## config.mk

```make
export PLATFORM = sky130hd
export DESIGN_NAME = wss_queue
export DESIGN_NICKNAME = d
export VERILOG_FILES = /design/src/rtl/core/wss_pkg.sv /design/src/rtl/core/wss_queue.sv
export SDC_FILE = /design/constraint.sdc
export NUM_CORES = 1
export LEC_CHECK = 0
export ABC_AREA = 0
export ABC_CLOCK_PERIOD_IN_PS = 3850
export BUFFER_PORTS_ARGS = -buffer_cell sky130_fd_sc_hd__buf_2
export CAP_MARGIN = 10
export CORE_MARGIN = 5
export CORE_UTILIZATION = 40
export CTS_BUF_LIST = sky130_fd_sc_hd__clkbuf_4 sky130_fd_sc_hd__clkbuf_8
export DETAILED_ROUTE_END_ITERATION = 12
export GPL_ROUTABILITY_DRIVEN = 0
export PLACE_DENSITY = 0.74
export SYNTH_ARGS = -nofsm -noshare
export SYNTH_HDL_FRONTEND = slang
export SYNTH_SLANG_ARGS = --single-unit
```

## constraint.sdc

```tcl
create_clock -name clk -period 3.85 [get_ports clk]
set_input_delay 0.385 -clock clk [delete_from_list [all_inputs] [get_ports clk]]
set_output_delay 0.385 -clock clk [all_outputs]
set_load 0.1 [all_outputs]
```

## src/rtl/core/wss_pkg.sv

```systemverilog
`default_nettype none
package wss_pkg;

  localparam int OP_W     = 2;
  localparam int SPEC_W   = 2;
  localparam int BIN_W    = 10;
  localparam int WEIGHT_W = 16;
  localparam int FRAC_W   = 16;
  localparam int COUNT_W  = 32;
  localparam int STATUS_W = 2;

  localparam int Q_DEPTH = 2;
  localparam int Q_PW    = 1;
  localparam int Q_CW    = 2;

  typedef enum logic [OP_W-1:0] {
    OP_LOAD  = 2'd0,
    OP_DRAW  = 2'd1,
    OP_READ  = 2'd2,
    OP_CLEAR = 2'd3
  } op_t;

  typedef enum logic [STATUS_W-1:0] {
    ST_OK    = 2'd0,
    ST_EMPTY = 2'd1,
    ST_SAT   = 2'd2
  } status_t;

  typedef enum logic [3:0] {
    B_INIT,
    B_IDLE,
    B_LD_RD,
    B_LD_WR,
    B_MUL_LO,
    B_MUL_HI,
    B_WALK,
    B_HRD,
    B_HWR,
    B_HCLR
  } bstate_t;

  typedef struct packed {
    op_t                 op;
    logic [SPEC_W-1:0]   spec;
    logic [BIN_W-1:0]    bin;
    logic [WEIGHT_W-1:0] weight;
    logic [FRAC_W-1:0]   frac;
    logic                spec_ok;
    logic                bin_ok;
    logic                last_bin;
  } item_t;

endpackage
`default_nettype wire

```

## src/rtl/core/wss_queue.sv

```systemverilog
`default_nettype none
module wss_queue (
  input  wire logic           clk,
  input  wire logic           rst_n,
  input  wire logic           push,
  input  wire wss_pkg::item_t push_item,
  output logic                full,
  input  wire logic           pop,
  output logic                valid,
  output wss_pkg::item_t      head
);
  import wss_pkg::*;

  item_t           mem_r [Q_DEPTH];
  logic [Q_PW-1:0] wr_ptr_r;
  logic [Q_PW-1:0] rd_ptr_r;
  logic [Q_CW-1:0] cnt_r;

  assign full  = cnt_r == Q_CW'(Q_DEPTH);
  assign valid = cnt_r != '0;
  assign head  = mem_r[rd_ptr_r];

  always_ff @(posedge clk) begin
    if (push) begin
      mem_r[wr_ptr_r] <= push_item;
    end
  end

  always_ff @(posedge clk) begin
    if (!rst_n) begin
      wr_ptr_r <= '0;
      rd_ptr_r <= '0;
      cnt_r    <= '0;
    end else begin
      if (push) begin
        wr_ptr_r <= wr_ptr_r + 1'b1;
      end
      if (pop) begin
        rd_ptr_r <= rd_ptr_r + 1'b1;
      end
      if (push && !pop) begin
        cnt_r <= cnt_r + 1'b1;
      end else if (pop && !push) begin
        cnt_r <= cnt_r - 1'b1;
      end
    end
  end

endmodule
`default_nettype wire

```

==> results of run 1 <==
[cells by family after synthesis]
kind of cell | after synthesis | synth area share (%)
AO/OA/AOI/OAI | 3 | 0.533
AND/OR/NAND/NOR | 9 | 1.57
flip-flops | 103 | 81.1
buffers and inverters | 6 | 1.10
multiplexers | 49 | 14.7
XOR/XNOR | 3 | 0.700
adder cells (fa/ha/maj) | 1 | 0.333
[through the flow]
step	area [um2]	power (uW)	cells	utilization, %
after global routing	4590	2660	402	49.9
after global placement	4400	1970	385	47.8
after detailed placement	4400	1980	385	47.8
final	4590	2550	402	49.9
after CTS	4570	2590	401	49.7
after floorplan	3750	1870	174	-
[cell type report]
type                            instances  area [um2]
Timing Repair Buffer                  106         551
Multi-Input combinational cell         65         678
Clock buffer                           10         131
Sequential cell                       103        3040
Tap cell                              111         139
Clock inverter                          6        43.8
Fill cell                             773        4610
Inverter                                1        3.75
[critical path: stages, from the launching register on]
cell and delay (ns):
dfxtp_2 0.70, buf_12 0.27, mux2_2 0.36, buf_2 0.29
[cells in the final DEF, fill, tap and decap left out, types with 2 or more instances in the layout]
master | synthesis | final
edfxtp_1 | 98 | 98
and2_1 | 4 | 3
mux2_2 | 49 | 49
buf_4 | 0 | 2
clkbuf_8 | 0 | 9
xor2_1 | 2 | 2
dfxtp_1 | 5 | 4
buf_2 | 3 | 103
inv_6 | 0 | 3
[power breakdown]
| part | internal, uW | switching [uW] | leakage [uW] | total, uW |
|---|---|---|---|---|
| clock network | 248 | 356 | 0.0000925 | 603 |
| logic | 125 | 507 | 0.000675 | 633 |
| registers | 1290 | 24.5 | 0.000962 | 1320 |
| total | 1660 | 888 | 0.00173 | 2550 |
[path summary, 6_finish.rpt]
check	endpoint	slack [ns]	from	cells past startpoint
min	mem_r[1][36]$_DFFE_PP_	0.22	push_item[36]	1
min reg2reg	cnt_r[1]$_SDFFE_PN0P_	0.52	cnt_r[1]$_SDFFE_PN0P_	2
max reg2reg	mem_r[1][9]$_DFFE_PP_	2.11	wr_ptr_r$_SDFFE_PN0P_	2
max	head[30]	1.48	flop	3
[sequential cells by signal (all words and copies together), names as in the netlist, named ones only]
signal    flops
cnt_r         2
mem_r        98
rd_ptr_r      1
wr_ptr_r      1
[routing by layer]
layer	vias up	global-route usage, %
met5	-	0
met4	0	4.38
met3	9	3.55
met2	67	19.7
met1	928	14.4
li1	904	-
==> qor.csv, run 1 <==
metric,value,unit
Ys Warns,0,
gr usage total,11.8,%
area grow syn2layout,22.3,%
# rows,35,
Post CTS Setup Buffer Count,0,
clk slew on worst S/H paths,0.10,ns
H-tree levels,3,
Synth Register Bits,103,
DP Worst Slack,1.51,ns
Synth Instances,174,
nets@finish,340,
WP data required,3.46,ns
Synth top cells by count,"edfxtp_1, mux2_2, dfxtp_1",
clock tree sinks,103,
ANT cells,0,
die area,11400,um2
final hold slack,0.216,ns
layout cells sized above 1,60.1,%
"Clk Latency, worst-skew pair",0.35,ns
Core ar.,9200,um2
pwr dens,556,nW/um2
Async SR Flop Fraction,0,%
critical path class,reg2out,
setup TNS,0,ns
die span in y,107,um
initial antenna violation count,0,
Syn Nets,228,
Peak VDD IR,0.000292,V
Resized Gates After CTS,0,
I/O Pins,104,
Via Count,1908,
Slew @ Worst Pin,0.719,ns
First DRT Iteration DRCs,72,
unrepaired setup endpoints after global routing,no,
area share of the largest cell type after synthesis,78.4,%
Final Skew,0.0119,ns
crit path launch type,flop,
critical path endpoint category,output port,
initial core utilization,40.8,%
crit path max fanout,28,
Initial DRT Pass Iterations,4,
minimum clock period,2.37,ns
Die W,107,um
global-route wire length before repair,10300,um
TritonCTS clock tree,done,
"Slew Viols, Final",0,
TritonCTS Buffers,9,
Synth cell types,17,
Final setup viols,0,
hold_buf cts,0,
Highest Signal Layer,met4,
worst hold path type,in2reg,
largest net degree at the start of global routing,50,
register area share after synthesis,81.1,%
Final Hold Fails,0,
setup slack after layout,1.48,ns
leak pwr,0.00173,uW
Max-Cap Viols,0,
met3 WL,424,um
status,"complete, no violations",
met2 WL post-DR,3210,um
"count leader, synth",edfxtp_1,
Antenna Violating Nets Remaining,0,
IO Port Bufs,103,
final period utilization,61.5,%
Synth area leaders,"edfxtp_1, mux2_2, dfxtp_1",
synthesized area,3750,um2
number of synthesized flops with an enable pin,98,
clock buffer depth,2,
vias per cell,4.75,
CTS root buffer,clkbuf_8,
"Top FF cell, synth",edfxtp_1,
vias in the first global route,2120,
drt total wl,6460,um
post-detail-place hpwl,4300,um
Critical Path AT,1.98,ns
Synth area leader,edfxtp_1,
"Avg Cell Area, Syn",21.6,um2
fmax,422,MHz
DR WL/cell,16.1,um
Residual DRC,0,
Slew headroom,52.0,%
global route overflow,0,
post-route met1 wirelength,2720,um
(Power assumes the default switching activity.)
==> run 2: changes to the inputs <==
--- a/config.mk
+++ b/config.mk
@@ -6,7 +6,7 @@
 export NUM_CORES = 1
 export LEC_CHECK = 0
 export ABC_AREA = 0
-export ABC_CLOCK_PERIOD_IN_PS = 3850
+export ABC_CLOCK_PERIOD_IN_PS = 2200
 export BUFFER_PORTS_ARGS = -buffer_cell sky130_fd_sc_hd__buf_2
 export CAP_MARGIN = 10
 export CORE_MARGIN = 5
==> constraint.sdc (replaced) <==
create_clock -name clk -period 2.2 [get_ports clk]
set_input_delay 0.22 -clock clk [delete_from_list [all_inputs] [get_ports clk]]
set_output_delay 0.22 -clock clk [all_outputs]
set_load 0.1 [all_outputs]
==> run 2 against run 1 <==
Setup slack worse by 1.2 ns; final cell count up 0.50%; clock-buffer cell count up 1; register-to-register slack worse by 1.2 ns; global-route usage down 0.26 points; critical endpoint is now head[33]; non-clock buffer count up 2; clock skew down 0.0034 ns.
==> qor.csv, run 2 (synthesis results as in run 1) <==
metric,value,unit,change
# rows,35,,unchanged
crit path launch type,flop,,
DP Cell Count,388,,+0.78%
gr usage total,11.5,%,-0.26 points
register area,3040,um2,unchanged
clk slew on worst S/H paths,0.10,ns,about the same
Final setup viols,0,,unchanged
leak pwr,0.00174,uW,+0.91%
fin util,50.3,%,+0.41 points
die area,11400,um2,unchanged
top flop regs,"mem_r: 98 flops, cnt_r: 2 flops",,
Critical Path AT,1.66,ns,-0.32 ns
critical path class,reg2out,,
final period utilization,85.2,%,
pwr dens,986,nW/um2,+77%
die span in y,107,um,unchanged
Post CTS Setup Buffer Count,0,,unchanged
Top reg by flops,mem_r,,
Resized Gates After CTS,0,,unchanged
initial antenna violation count,0,,unchanged
ANT cells,0,,unchanged
Max-Cap Viols,0,,unchanged
critical path endpoint category,output port,,
H-tree levels,3,,unchanged
post-detail-place hpwl,4310,um,+0.26%
status,"complete, no violations",,
initial core utilization,40.8,%,unchanged
clock tree sinks,103,,unchanged
"Clk Latency, worst-skew pair",0.35,ns,about the same
CTS root buffer,clkbuf_8,,
worst hold path type,in2reg,,
fill count,793,,+2.6%
drt total wl,6400,um,-0.93%
Initial DRT Pass Iterations,4,,unchanged
fmax,533,MHz,
area grow syn2layout,23.3,%,
"Slew Viols, Final",0,,unchanged
max reg flops,98,,unchanged
global-route wire length before repair,10100,um,-2.7%
layout cells sized above 1,60.4,%,+0.27 points
most frequent cells in the layout,"buf_2, edfxtp_1, mux2_2",,
vias in the first global route,2066,,-2.5%
vias per cell,4.64,,-2.3%
largest net degree at the start of global routing,50,,unchanged
WP data required,1.98,ns,-1.48 ns
Final Hold Fails,0,,unchanged
Core ar.,9200,um2,unchanged
global route overflow,0,,unchanged
DR WL/cell,15.8,um,-1.4%
I/O Pins,104,,unchanged
Via Count,1874,,-1.8%
hold_buf cts,0,,unchanged
final hold slack,0.0497,ns,-0.166 ns
"commonest non-fill, non-tap cell in the layout",buf_2,,
Die W,107,um,unchanged
First DRT Iteration DRCs,25,,-65%
unrepaired setup endpoints after global routing,no,,
"non-filler cells, final",404,,+0.50%
IO Port Bufs,103,,unchanged
setup TNS,0,ns,unchanged
multi-input logic area,678,um2,unchanged
Peak VDD IR,0.000471,V,+61%
minimum clock period,1.88,ns,
clock buffer depth,2,,unchanged
Slew headroom,66.7,%,+15 points
Slew @ Worst Pin,0.503,ns,-0.216 ns
TritonCTS clock tree,done,,
crit path max fanout,49,,+75%
Residual DRC,0,,unchanged
Final Skew,0.00853,ns,-0.00338 ns
nets@finish,342,,+0.59%
Antenna Violating Nets Remaining,0,,unchanged
TritonCTS Buffers,9,,unchanged
[run 2: worst max-delay path, cell delays in order, from the launching register on]
cell,delay [ns]
dfxtp_2,0.35
buf_12,0.26
mux2_2,0.38
buf_2,0.29
[run 2: through the flow]
step | setup WS [ns] | instance area (um2) | total power [uW]
4_1_cts | 0.280 | 4630 | 4620
2_1_floorplan | 0.166 | 3760 | 3280
5_1_grt | 0.243 | 4630 | 4750
3_3_place_gp | 0.684 | 4430 | 3450
6_report | 0.325 | 4630 | 4560
3_5_place_dp | 0.682 | 4430 | 3470
[run 2: final cells by class]
cell class / instances / share of cell area [%]
inverter: 1 / 0.0811
clock buffer: 11 / 3.00
clock inverter: 5 / 1.27
multi-input combinational: 65 / 14.7
tap: 111 / 3.00
sequential: 103 / 65.8
timing repair buffer: 108 / 12.2
[run 2: power by group]
| part | internal (uW) | switching (uW) |
|---|---|---|
| clock network | 552 | 598 |
| logic | 222 | 902 |
| registers | 2260 | 27.0 |
| total | 3030 | 1530 |
[run 2: path summary, 6_finish.rpt]
kind | start | end | slack, ns | cells past startpoint
worst max-delay path | flop | head[33] | 0.32 | 3
worst max register to register | wr_ptr_r$_SDFFE_PN0P_ | mem_r[1][23]$_DFFE_PP_ | 0.96 | 2
worst min-delay path | push_item[21] | mem_r[0][21]$_DFFE_PP_ | 0.05 | 1
worst min register to register | cnt_r[1]$_SDFFE_PN0P_ | cnt_r[1]$_SDFFE_PN0P_ | 0.53 | 2
[run 2: metal layers]
layer / GRT usage [%] / up-vias / wire length [um]
met5: 0 / - / 0
met4: 3.29 / 0 / 34
met3: 4.64 / 3 / 464
met2: 19.9 / 64 / 3320
met1: 13.2 / 898 / 2580
li1: - / 909 / -
